<file path="src/hdl/ssm_pkg.sv">
package ssm_pkg;

  // Default sizes for the top level parameters.
  localparam int MAX_ROWS_DEF   = 64;
  localparam int MAX_COLS_DEF   = 64;
  localparam int DATA_WIDTH_DEF = 32;

  // Fixed field widths of the transaction payloads.
  localparam int POS_W   = 6;
  localparam int VALUE_W = 32;
  localparam int SIZE_W  = 7;

  // Register port geometry.
  localparam int PADDR_W   = 3;
  localparam int PDATA_W   = 32;
  localparam int REG_IDX_W = 1;

  localparam logic [REG_IDX_W-1:0] REG_NUM_ROWS = 1'b0;
  localparam logic [REG_IDX_W-1:0] REG_NUM_COLS = 1'b1;

  // Reset values of the size registers.
  localparam logic [SIZE_W-1:0] NUM_ROWS_RST = 7'd64;
  localparam logic [SIZE_W-1:0] NUM_COLS_RST = 7'd64;

  // Function codes of an input transaction.
  localparam logic FUNC_LOAD   = 1'b0;
  localparam logic FUNC_SEARCH = 1'b1;

  typedef struct packed {
    logic                      func;
    logic [POS_W-1:0]          row;
    logic [POS_W-1:0]          col;
    logic signed [VALUE_W-1:0] value;
  } in_item_t;

  typedef struct packed {
    logic             found;
    logic [POS_W-1:0] hit_row;
    logic [POS_W-1:0] hit_col;
  } out_item_t;

  // Commands from the controller to the datapath.
  typedef struct packed {
    logic write_elem;
    logic start_walk;
    logic issue_read;
    logic compare_step;
    logic load_out;
  } ssm_cmd_t;

  // Status from the datapath to the controller.
  typedef struct packed {
    logic walk_over;
    logic key_match;
  } ssm_status_t;

endpackage

</file>
<file path="src/hdl/ssm_ctrl.sv">
module ssm_ctrl (
  input  logic                 clk,
  input  logic                 rst,
  input  logic                 in_valid,
  input  logic                 in_func,
  output logic                 in_ready,
  input  logic                 out_ready,
  output logic                 out_valid,
  input  ssm_pkg::ssm_status_t status,
  output ssm_pkg::ssm_cmd_t    cmd
);

  typedef enum logic [1:0] {
    ST_IDLE,
    ST_READ,
    ST_CMP,
    ST_DONE
  } state_t;

  state_t state;
  state_t state_next;
  logic   out_free;

  assign in_ready = (state == ST_IDLE);
  assign out_free = !out_valid || out_ready;

  // Commands decoded from the current state.
  always_comb begin
    cmd.write_elem   = (state == ST_IDLE) && in_valid && (in_func == ssm_pkg::FUNC_LOAD);
    cmd.start_walk   = (state == ST_IDLE) && in_valid && (in_func == ssm_pkg::FUNC_SEARCH);
    cmd.issue_read   = (state == ST_READ) && !status.walk_over;
    cmd.compare_step = (state == ST_CMP);
    cmd.load_out     = (state == ST_DONE) && out_free;
  end

  // Walk sequencing: each step is a memory read followed by a compare.
  always_comb begin
    state_next = state;
    unique case (state)
      ST_IDLE: if (cmd.start_walk) state_next = ST_READ;
      ST_READ: state_next = status.walk_over ? ST_DONE : ST_CMP;
      ST_CMP:  state_next = status.key_match ? ST_DONE : ST_READ;
      ST_DONE: if (out_free) state_next = ST_IDLE;
    endcase
  end

  // State and the output valid flag.
  always_ff @(posedge clk) begin
    if (rst) begin
      state     <= ST_IDLE;
      out_valid <= 1'b0;
    end else begin
      state <= state_next;
      if (cmd.load_out) begin
        out_valid <= 1'b1;
      end else if (out_ready) begin
        out_valid <= 1'b0;
      end
    end
  end

endmodule

</file>
<file path="config.mk">
export PLATFORM = sky130hd
export DESIGN_NAME = ssm_ctrl
export DESIGN_NICKNAME = d
export VERILOG_FILES = /design/src/hdl/ssm_pkg.sv /design/src/hdl/ssm_ctrl.sv
export SDC_FILE = /design/constraint.sdc
export NUM_CORES = 1
export LEC_CHECK = 0
export ABC_AREA = 1
export BUFFER_PORTS_ARGS = -buffer_cell sky130_fd_sc_hd__buf_4
export CORE_AREA = 2 2 39 41
export DETAILED_ROUTE_END_ITERATION = 7
export DIE_AREA = 0 0 41 43
export GPL_TIMING_DRIVEN = 0
export HOLD_SLACK_MARGIN = 0.05
export SLEW_MARGIN = 30
export SYNTH_ARGS = -nofsm -noshare
export SYNTH_HDL_FRONTEND = slang
export SYNTH_SLANG_ARGS = --single-unit
</file>
<file path="constraint.sdc">
create_clock -name clk -period 1.61 [get_ports clk]
set_input_delay 0 -clock clk [delete_from_list [all_inputs] [get_ports clk]]
set_output_delay 0 -clock clk [all_outputs]
set_load 0.005 [all_outputs]
</file>
==> run summary <==
Vert. Die Dim - 43 um
Period minus WS final - 1260 ps
worst hold path class - input port to flip-flop
DRC errors left - 0
Final Wtd Congestion - 0.576
data required time at the worst endpoint - 1780 ps
RSZ-0062 raised after global routing - no
GRT Total Usage - 6.81%
fin area - 342 um2
Unique masters post-synth - 9
static leakage - 0.208 nW
initial antenna violation count - 0
Total Routed Length - 458 um
Post-DP HPWL - 347 um
Clock Latency Late Sink - 230 ps
Net count, final - 56
Max VDD drop - 228 uV
Worst-path clk slew - 40 ps
Final Max Slew Viols - 0
Max Clk Rate - 793 MHz
slew margin rel. - 88.0%
largest net degree at the start of global routing - 6
CTS HTree Levels - 1
most frequent cells in the layout - 13 x buf_4, 9 x inv_1, 5 x nor2_1, 4 x nand2_1
PortBufs - 13
average wire per standard cell - 7.16 um
clock sink total - 3
Setup TNS - 0 ps
Ys Warns - 0
Longest Clk Path Bufs - 2
total of max-cap violations - 0
site row count - 14
setup violators final - 0
Core Region - 1380 um2
Seq/Total Area, Yosys - 35.8%
IO Pins - 14
Worst EP arrival - 1440 ps
max incr delay on CP - 560 ps
maximum net fanout on the critical path - 5
Mapped Area - 168 um2
startpoint types - flip-flop
CP top delay family - buffers and inverters
Initial Util - 12.1%
PwrDens - 850 nW/um2
syn_area_per_cell - 5.99 um2
endpoints failing hold - 0
grt total ovfl - 0
final hold slack - 123 ps
Antenna Cells - 0
DRT iter0 DRCs - 0
Crit. End Element - flip-flop
crit-path cells - nand2_1 -> a21oi_1 -> dlygate4sd3_1
Net Count, Synth - 35
ANT nets after route - 0
1st-pass router iterations - 1
P&R area growth vs syn - 104%
Syn Inst Count - 28
CTS tree - yes
Fin Clk Skew - 0.862 ps
routed vias - 225
Placed Instance Area - 285 um2
first-pass GRT wire length - 703 um
Util after Layout - 24.7%
most common cell after layout, fill and taps aside - buf_4
status - complete, no violations
die boundary width - 41 um
clk root buf - clkbuf_4
vias in the first global route - 216
post-cts resize count - 0
worst setup margin - 349 ps
drt via density - 3.52
Post-Place Setup Slack - 779 ps
fin crit share - 78.3%
DIE AREA - 1760 um2
fraction of layout cells with a size suffix above 1 - 37.5%
measured slew at the worst slew-check pin - 179 ps
critical path class - flip-flop to flip-flop
FILL cells - 159
postcts setup bufs - 0
#FFs+latches synth - 3
Buf/Inv on CP - 1
slowest CP cell - dlygate4sd3_1
total CTS buffers - 3
==> repair_timing <==
item | CTS | global route
hold endpoints to repair | 3 | 0
setup endpoints to repair | 0 | 0
hold buffers | 3 | 0
==> cell usage after synthesis <==
| cell type | number | share of area [%] |
|---|---|---|
| nand2_2 | 1 | 3.7 |
| dfxtp_1 | 3 | 36 |
| nor2_2 | 1 | 3.7 |
| nor2_1 | 5 | 11 |
| inv_1 | 9 | 20 |
| a21oi_1 | 2 | 6.0 |
| o21a_1 | 1 | 4.5 |
| nand3_1 | 2 | 6.0 |
| nand2_1 | 4 | 9.0 |
==> worst paths after layout <==
path             from        end  slack [ps]  depth (start not counted)
max reg2reg  state[0]  out_valid         350                          3
min reg2reg  state[1]   state[1]         560                          2
max          state[0]  out_valid         350                          3
min          in_valid   state[0]         120                          4
==> metrics by stage <==
stage	instances	power [mW]
2_1_floorplan	28	0.116
3_5_place_dp	57	0.152
4_1_cts	64	0.301
5_1_grt	64	0.317
6_report	64	0.290
3_3_place_gp	57	0.152
==> worst reg2reg max path: stages (launching register included) <==
cell	delay (ps)
dfxtp_1	400
nand2_1	100
a21oi_1	150
dlygate4sd3_1	560
==> state kept, by name, indices dropped and copies added, names as in the netlist <==
register	count
out_valid	1
state	2
==> routing by layer <==
layer,track usage (%),vias up,routed length (um),part of all wire [%]
met4,8.00,0,0,0
met1,3.82,101,145,32
met3,4.71,0,29,6.3
met2,10.9,4,283,62
met5,0,-,0,0
li1,-,120,-,-
==> cell families after synthesis <==
logic type | share of synthesized area (%)
flip-flops | 35.8
buffers and inverters | 20.1
AND/OR/NAND/NOR | 33.6
AO/OA/AOI/OAI | 10.4
==> layout make-up <==
| type | instances | area [um2] | share of cell area [%] |
|---|---|---|---|
| clock buffers | 4 | 26.3 | 7.69 |
| inverters | 9 | 33.8 | 9.89 |
| multi-input cells | 16 | 73.8 | 21.6 |
| flip-flops and latches | 3 | 60.1 | 17.6 |
| well taps | 16 | 20.0 | 5.86 |
| repair buffers | 16 | 128 | 37.4 |
==> where the power goes <==
part | internal (mW) | switching (mW) | leakage (nW)
Combinational | 0.0411 | 0.0276 | 0.169
Sequential | 0.0809 | 0.00710 | 0.0246
Clock | 0.0930 | 0.0405 | 0.0150
Total | 0.215 | 0.0753 | 0.208
Note: power is estimated with default switching activity, not from simulation.
