==> src/hdl/ssm_pkg.sv <==
package ssm_pkg;

  // Default sizes for the top level parameters.
  localparam int MAX_ROWS_DEF   = 64;
  localparam int MAX_COLS_DEF   = 64;
  localparam int DATA_WIDTH_DEF = 32;

  // Fixed field widths of the transaction payloads.
  localparam int POS_W   = 6;
  localparam int VALUE_W = 32;
  localparam int SIZE_W  = 7;

  // Register port geometry.
  localparam int PADDR_W   = 3;
  localparam int PDATA_W   = 32;
  localparam int REG_IDX_W = 1;

  localparam logic [REG_IDX_W-1:0] REG_NUM_ROWS = 1'b0;
  localparam logic [REG_IDX_W-1:0] REG_NUM_COLS = 1'b1;

  // Reset values of the size registers.
  localparam logic [SIZE_W-1:0] NUM_ROWS_RST = 7'd64;
  localparam logic [SIZE_W-1:0] NUM_COLS_RST = 7'd64;

  // Function codes of an input transaction.
  localparam logic FUNC_LOAD   = 1'b0;
  localparam logic FUNC_SEARCH = 1'b1;

  typedef struct packed {
    logic                      func;
    logic [POS_W-1:0]          row;
    logic [POS_W-1:0]          col;
    logic signed [VALUE_W-1:0] value;
  } in_item_t;

  typedef struct packed {
    logic             found;
    logic [POS_W-1:0] hit_row;
    logic [POS_W-1:0] hit_col;
  } out_item_t;

  // Commands from the controller to the datapath.
  typedef struct packed {
    logic write_elem;
    logic start_walk;
    logic issue_read;
    logic compare_step;
    logic load_out;
  } ssm_cmd_t;

  // Status from the datapath to the controller.
  typedef struct packed {
    logic walk_over;
    logic key_match;
  } ssm_status_t;

endpackage

==> src/hdl/ssm_regs.sv <==
module ssm_regs (
  input  logic                        clk,
  input  logic                        rst,
  input  logic                        psel,
  input  logic                        penable,
  input  logic                        pwrite,
  input  logic [ssm_pkg::PADDR_W-1:0] paddr,
  input  logic [ssm_pkg::PDATA_W-1:0] pwdata,
  output logic [ssm_pkg::PDATA_W-1:0] prdata,
  output logic                        pready,
  output logic [ssm_pkg::SIZE_W-1:0]  num_rows,
  output logic [ssm_pkg::SIZE_W-1:0]  num_cols
);

  logic [ssm_pkg::REG_IDX_W-1:0] reg_idx;
  logic                          wr_en;

  // Registers sit at word addresses; the low address bits are ignored.
  assign reg_idx = paddr[ssm_pkg::PADDR_W-1:2];
  assign pready  = 1'b1;
  assign wr_en   = psel && penable && pwrite;

  // Size registers keep the low seven bits of the written data.
  always_ff @(posedge clk) begin
    if (rst) begin
      num_rows <= ssm_pkg::NUM_ROWS_RST;
      num_cols <= ssm_pkg::NUM_COLS_RST;
    end else if (wr_en) begin
      unique case (reg_idx)
        ssm_pkg::REG_NUM_ROWS: num_rows <= pwdata[ssm_pkg::SIZE_W-1:0];
        ssm_pkg::REG_NUM_COLS: num_cols <= pwdata[ssm_pkg::SIZE_W-1:0];
      endcase
    end
  end

  // Read back the addressed register.
  always_comb begin
    unique case (reg_idx)
      ssm_pkg::REG_NUM_ROWS: prdata = ssm_pkg::PDATA_W'(num_rows);
      ssm_pkg::REG_NUM_COLS: prdata = ssm_pkg::PDATA_W'(num_cols);
    endcase
  end

endmodule

==> config.mk <==
export PLATFORM = sky130hd
export DESIGN_NAME = ssm_regs
export DESIGN_NICKNAME = d
export VERILOG_FILES = /design/src/hdl/ssm_pkg.sv /design/src/hdl/ssm_regs.sv
export SDC_FILE = /design/constraint.sdc
export NUM_CORES = 1
export LEC_CHECK = 0
export ABC_AREA = 1
export BUFFER_PORTS_ARGS = -buffer_cell sky130_fd_sc_hd__buf_2
export CORE_UTILIZATION = 32
export DETAILED_ROUTE_END_ITERATION = 6
export PLACE_DENSITY = 0.75
export REMOVE_ABC_BUFFERS = 1
export SLEW_MARGIN = 20
export SYNTH_ARGS = -nofsm -noshare
export SYNTH_HDL_FRONTEND = slang
export SYNTH_SLANG_ARGS = --single-unit
==> constraint.sdc <==
create_clock -name clk -period 0.8 [get_ports clk]
set_clock_uncertainty 0.1 [all_clocks]
set_input_delay 0.08 -clock clk [delete_from_list [all_inputs] [get_ports clk]]
set_output_delay 0.08 -clock clk [all_outputs]
set_load 0.02 [all_outputs]
==> key figures, run 1 <==
Placement
  – RePlAce Congestion: between 0.7 and 0.8
  – Setup slack after placement: -0.0952 ns
  – Post-DP HPWL: around 1300 microns
  – Port Buffer Count: 33

Min path
  – Hold-critical path endpoint: num_rows[0]
  – Hold Path Depth: 5
  – Hold Startpoint: pwdata[0]
  – Worst hold path class: in2reg

Die
  – Die area: between 3000 and 4000 sq um
  – Core Rows: 18
  – IO Count: between 80 and 90
  – Core Region: 2570 sq um
  – Die W: 55.1 microns
  – Initial Utilization: 35.2%
  – Die extent in y: 55.1 microns

Yosys
  – Post-Synthesis Cell Area: about 900 sq um
  – Flops & latches, synth: 14
  – Synth Instances: 136
  – Yosys cell types: 16
  – Top cell type's share of synthesized area: 31.0%
  – Sequential-to-total area share from yosys stat: about 31%
  – Avg Synthesized Cell Area: between 6 and 7 sq um
  – Cell taking the most area after synthesis: dfxtp_1
  – Synth area leaders: dfxtp_1, buf_4, nand2_1
  – Synth warn: 0

Drt
  – Total wire length: 1820 microns
  – DRC: 0
  – Drt wl/cell: ~9 microns
  – DR vias/cell: 4.08
  – Iter 0 DRT Violations: 8
  – Via count: about 830
  – Iteration count of the initial detailed-routing pass: 4
  – ANT nets after route: 0

Setup path
  – WP data required: about 0.62 ns
  – Worst setup path startpoint: num_rows[3]
  – R2R depth: 2
  – Worst setup SP type: flop
  – WS Path Type: reg2out
  – Flop-to-flop setup slack: 0.11 ns
  – CP Capture Type: primary output
  – Reg2Reg Capture Point: num_cols[6]
  – WP data arrival: about 0.88 ns
  – Reg-to-reg critical path startpoint: num_cols[6]
  – Crit path max fanout: 3

Clocking
  – Total CTS buffers: 3
  – Root Buffer: clkbuf_4
  – Sink Count: 14
  – CTS tree: yes
  – CTS H-tree depth: 1
  – Clk_lat worst skew: 0.28 ns
  – Clk buf depth: 2
  – Clk slew on worst S/H paths: approximately 0.090 ns

Pwr
  – Net Sw Power: between 500 and 600 uW
  – Sw frac: 32.0%
  – Leakage: about 0.00064 uW
  – Maximum VDD drop: around 0.75 mV
  – Sequential share of power: 43.7%
  – Internal Power: 1160 uW
  – PwrDens: ~1400 nW/um^2
  – Logic pwr share: a little over a quarter
  – Clk pwr share: 30.1%

Layout
  – Most frequent cells in the layout: nand2_1, conb_1, nor2_1, buf_6
  – Final nets: roughly 210
  – Fraction of layout cells with a size suffix above 1: a little under two fifths
  – Antenna cells: 0
  – Final Util: a little under half
  – Most common cell after layout, fill and taps aside: nand2_1
  – Area delta synth->final: 35.0%

Timing
  – Final slew viol count: 0
  – Final Hold Violating Endpoints: 0
  – Tcrit/Tclk final: 133%
  – Setup ws final: -0.261 ns
  – Tmin final: ~1.1 ns
  – Max Fclk: roughly 940 MHz
  – Final Setup Violations: 21
  – RSZ-0062 raised after global routing: true

Status
  – Status: complete, but fails checks
  – Violated checks: negative setup slack

Global route
  – Grt total ovfl: 0
  – Initial antenna violation count: 0
  – Largest net degree at the start of global routing: 16
  – First-pass GRT wire length: approximately 2800 microns
  – Vias in the first global route: around 630
  – GRT Util Overall: 13.2%

Job
  – Max Cap Viol: 0
-- worst max path at each step --
stage	endpoint	slack, ns	cells after the start
2_1_floorplan	prdata[0]	-0.05	2
3_3_place_gp	num_cols[2]	-0.07	5
3_5_place_dp	num_cols[2]	-0.1	5
4_1_cts	prdata[4]	-0.27	3
5_1_grt	prdata[2]	-0.31	3
6_report	prdata[3]	-0.26	3
-- routing by layer --
| layer | routed length [microns] | vias up | GRT usage, % |
|---|---|---|---|
| li1 | - | 432 | - |
| met1 | 791 | 352 | 17.3 |
| met2 | 883 | 37 | 20.7 |
| met3 | 109 | 4 | 2.46 |
| met4 | 33 | 0 | 6.25 |
| met5 | 0 | - | 0 |
-- repair_timing --
action / CTS / global route
gates resized for setup: 47 / 10
pin swaps: 0 / 2
endpoints found under the hold margin: 2 / 0
hold buffers: 1 / 0
buffers inserted: 0 / 1
setup endpoints to repair: 21 / 23
-- power groups by stage --
| stage | registers (uW) | logic (uW) | clock network (uW) |
|---|---|---|---|
| 3_3_place_gp | 754 | 394 | 0 |
| 6_report | 748 | 449 | 515 |
| 4_1_cts | 747 | 439 | 531 |
| 2_1_floorplan | 783 | 228 | 0 |
| 3_5_place_dp | 754 | 395 | 0 |
| 5_1_grt | 752 | 495 | 567 |
-- Yosys cell counts --
library cell and number:
buf_6 2, dfxtp_1 14, o21ai_1 1, buf_4 27, o21ai_0 1, nand3_1 14, nor2_4 2, inv_1 7
inv_2 1, nor2_2 1, nand3_2 1, nor2_1 24, buf_2 2, inv_4 1, conb_1 2, nand2_1 36
-- cell type report --
cell class | count | area, sq um
Timing Repair Buffer | 39 | 360
Inverter | 9 | 36.3
Sequential cell | 14 | 298
Fill cell | 281 | 1350
Multi-Input combinational cell | 106 | 452
Clock buffer | 4 | 36.3
Tap cell | 30 | 37.5
-- metrics by stage --
step / power, uW / hold slack, ns / instances / cell area, sq um / setup TNS (ns)
2_1_floorplan: 1010 / 0.106 / 129 / 758 / -0.389
4_1_cts: 1720 / 0.0133 / 202 / 1190 / -3.96
3_5_place_dp: 1150 / 0.210 / 197 / 1020 / -1.27
6_report: 1710 / 0.0190 / 202 / 1220 / -3.77
3_3_place_gp: 1150 / 0.209 / 197 / 1020 / -1.17
5_1_grt: 1810 / 0.0331 / 202 / 1220 / -4.65
-- state kept, by name, summed over array words and instances (netlist names) --
register	cells
num_rows	7
num_cols	7
-- critical path, stage by stage (launching register included) --
cell and delay (ns):
dfxtp_2 0.36, nand2_1 0.06, nand2_1 0.07, buf_6 0.11
-- cells by family (layout without fill, tap and decap cells) --
| logic type | after synthesis | count (layout) | synth area share [%] |
|---|---|---|---|
| other cells | 2 | 26 | 0.831 |
| buf+inv | 40 | 52 | 30.1 |
| flops | 14 | 14 | 31.0 |
| compound gates | 2 | 2 | 1.11 |
| simple gates | 78 | 78 | 37.0 |
(Power assumes the default switching activity.)
==> run 2, diff against run 1 <==
- ABC_AREA: 1 -> unset
- CAP_MARGIN: unset -> 10
- CORE_ASPECT_RATIO: unset -> 0.75
==> key figures, run 2 <==
Layout
  – Design area: 1510 sq um (was 1220 sq um)
  – Regs by FF count: num_cols (7), num_rows (7) (unchanged)
  – Final nets: 188 (was 213)
  – Non-filler instance count after layout: 183 (was 202)
  – Final Util: 57.1% (was 47.5%)
  – Fraction of layout cells with a size suffix above 1: 61.9% (was 38.4%)
  – Area delta synth->final: 67.6% (was 35.0%)
  – Most common cell after layout, fill and taps aside: buf_6 (was nand2_1)
  – Most frequent cells in the layout: buf_6, conb_1, nand2b_1, mux2i_1, dfxtp_2 (was nand2_1, conb_1, nor2_1, buf_6)
  – Antenna cells: 0 (unchanged)

Yosys
  – Cell taking the most area after synthesis: dfxtp_1 (unchanged)
  – Synth Instances: 91 (was 136)
  – Post-synth EDFFs: 0 (unchanged)
  – Post-Synthesis Cell Area: 900 sq um (was 903 sq um)
  – Yosys cell types: 11 (was 16)
  – Synth area leaders: dfxtp_1, buf_4, mux2i_1 (was dfxtp_1, buf_4, nand2_1)
  – Top FF cell, synth: dfxtp_1 (unchanged)
  – Avg Synthesized Cell Area: 9.89 sq um (was 6.64 sq um)
  – Sequential-to-total area share from yosys stat: 31.2% (was 31.0%)
  – Mux cell area share after synthesis: 24.3% (was 0%)
  – Top cell type's share of synthesized area: 31.2% (was 31.0%)
  – Count leader, synth: buf_4 (was nand2_1)
  – Synth Area in XOR/XNOR: 0% (unchanged)
  – Post-synthesis compound-gate area fraction: 0% (was 1.11%)
  – Synth cell count leaders: buf_4, nand2b_1, dfxtp_1, mux2i_1, mux2_2 (was nand2_1, buf_4, nor2_1)
  – Flops & latches, synth: 14 (unchanged)
  – Simple-gate share of the synthesized area: 17.4% (was 37.0%)
  – Asr flop ratio synth: 0% (unchanged)
  – Largest family of logic cells by synthesized area: buffers and inverters (was simple AND/OR/NAND/NOR gates)
  – Synth warn: 0 (unchanged)
  – Area share of fa/ha/maj cells after synthesis: 0% (unchanged)

Setup path
  – WS Path Type: reg2out (unchanged)
  – Reg2Reg Capture Point: num_rows[0] (was num_cols[6])
  – CP Capture Type: primary output (unchanged)
  – Reg-to-reg critical path startpoint: num_rows[0] (was num_cols[6])
  – R2R depth: 4 (was 2)
  – WP data required: 0.62 ns (about the same)
  – Worst setup path startpoint: num_rows[0] (was num_rows[3])
  – Worst setup SP type: flop (unchanged)
  – WP data arrival: 0.97 ns (was 0.88 ns)
  – Flop-to-flop setup slack: -0.11 ns (was 0.11 ns)
  – Crit path capture: prdata[0] (was prdata[3])
  – Crit path max fanout: 2 (was 3)

Placement
  – Post-DP HPWL: 1420 microns (was 1340 microns)
  – Area post-placement: 1150 sq um (was 1020 sq um)
  – RePlAce Congestion: 0.635 (was 0.761)
  – Placed cells: 174 (was 197)
  – Port Buffer Count: 33 (unchanged)

Job
  – Max Cap Viol: 0 (unchanged)

Global route
  – Grt met1 use: 13.6% (was 17.3%)
  – GRT met2 Usage: 28.0% (was 20.7%)
  – Initial antenna violation count: 0 (unchanged)
  – Largest net degree at the start of global routing: 22 (was 16)
  – Grt total ovfl: 0 (unchanged)
  – Met3 Use GR: 5.00% (was 2.46%)
  – Busiest grt layer: met2 (unchanged)
  – GRT Util Overall: 13.5% (was 13.2%)
  – Vias in the first global route: 652 (was 625)
  – First-pass GRT wire length: 2920 microns (was 2810 microns)

Drt
  – DRC: 0 (unchanged)
  – Via count: 738 (was 825)
  – Iteration count of the initial detailed-routing pass: 2 (was 4)
  – Drt wl/cell: 11.1 microns (was 9.00 microns)
  – Total wire length: 2040 microns (was 1820 microns)
  – ANT nets after route: 0 (unchanged)
  – DR vias/cell: 4.03 (was 4.08)
  – Iter 0 DRT Violations: 8 (unchanged)

Pwr
  – Sw frac: 26.7% (was 32.0%)
  – Sequential share of power: 39.7% (was 43.7%)
  – Internal Power: 1340 uW (was 1160 uW)
  – Leakage: 0.000773 uW (was 0.000642 uW)
  – PwrDens: 1210 nW/um^2 (was 1400 nW/um^2)
  – Clk pwr share: 36.8% (was 30.1%)
  – Maximum VDD drop: 0.966 mV (was 0.747 mV)
  – Logic pwr share: 23.4% (was 26.2%)
  – Net Sw Power: 488 uW (was 548 uW)

Clocking
  – Clk slew on worst S/H paths: 0.06 ns (was 0.09 ns)
  – CTS tree: yes (unchanged)
  – Total CTS buffers: 3 (unchanged)
  – Clk_lat worst skew: 0.24 ns (was 0.28 ns)
  – Sink Count: 14 (unchanged)
  – CTS H-tree depth: 1 (unchanged)
  – Clk buf depth: 2 (unchanged)
  – Root Buffer: clkbuf_8 (was clkbuf_4)

Die
  – IO Count: 87 (unchanged)
  – Die W: 63.2 microns (was 55.1 microns)
  – Core Region: 2640 sq um (was 2570 sq um)
  – Die extent in y: 47.9 microns (was 55.1 microns)
  – Initial Utilization: 34.0% (was 35.2%)
  – Die area: 3030 sq um (was 3040 sq um)
  – Core Rows: 16 (was 18)

Min path
  – Worst hold path class: in2reg (unchanged)

Timing
  – RSZ-0062 raised after global routing: true (unchanged)
  – Final slew viol count: 0 (unchanged)
  – Final Setup Violations: 29 (was 21)
  – Final Hold Violating Endpoints: 0 (unchanged)
  – Max Fclk: 868 MHz (was 942 MHz)
  – Worst hold-check slack: 0.0126 ns (was 0.0190 ns)
  – Tcrit/Tclk final: 144% (was 133%)
  – Setup TNS: -5.35 ns (was -3.77 ns)
  – Tmin final: 1.15 ns (was 1.06 ns)
  – Setup ws final: -0.352 ns (was -0.261 ns)

Status
  – Violated checks: negative setup slack (unchanged)
  – Status: complete, but fails checks (unchanged)
-- run 2: how the worst min path moves through the flow --
stage	from	endpoint	slack (ns)	depth (start not counted)
floorplan	rst	num_cols[6]	0.14	2
detailed placement	pwdata[6]	num_rows[6]	0.26	3
finish	pwdata[4]	num_cols[4]	0.01	3
CTS	pwdata[6]	num_rows[6]	0.005	3
global route	pwdata[4]	num_cols[4]	0.02	3
global placement	pwdata[6]	num_rows[6]	0.25	3
-- run 2: final cells by class --
type / instances / area [sq um]
fill: 229 / 1130
tap: 36 / 45.0
multi-input combinational: 70 / 541
clock buffer: 4 / 55.1
timing repair buffer: 59 / 569
sequential: 14 / 298
-- run 2: worst max-delay path, stage by stage (launching register included) --
cell and delay (ns):
dfxtp_2 0.32, mux2_4 0.27, buf_6 0.13
-- run 2: logic make-up after synthesis --
kind of cell | count (synthesis)
AND/OR/NAND/NOR | 23
flip-flops | 14
multiplexers | 21
other | 2
buffers and inverters | 31
-- run 2: power groups by stage --
stage	sequential, uW	clock, uW	combinational [uW]
6_report	726	673	428
3_3_place_gp	734	0	344
4_1_cts	724	699	398
2_1_floorplan	757	0	184
5_1_grt	727	740	458
3_5_place_dp	735	0	352
-- run 2: timing repair --
item,4_1_cts,5_1_grt
buffers inserted,1,7
resized for setup,66,21
pin swaps,1,0
endpoints found under the hold margin,0,0
hold buffers,0,0
setup endpoints to repair,24,33
-- run 2: metal layers --
layer	wire, microns	vias to the layer above
li1	-	356
met1	803	343
met2	1100	39
met3	133	0
met4	0	0
met5	0	-
-- run 2: through the flow --
stage | worst slack (ns) | total power [uW]
after floorplan | -0.0789 | 941
after global placement | -0.215 | 1080
after detailed placement | -0.219 | 1090
after CTS | -0.343 | 1820
after global routing | -0.368 | 1920
final | -0.352 | 1830
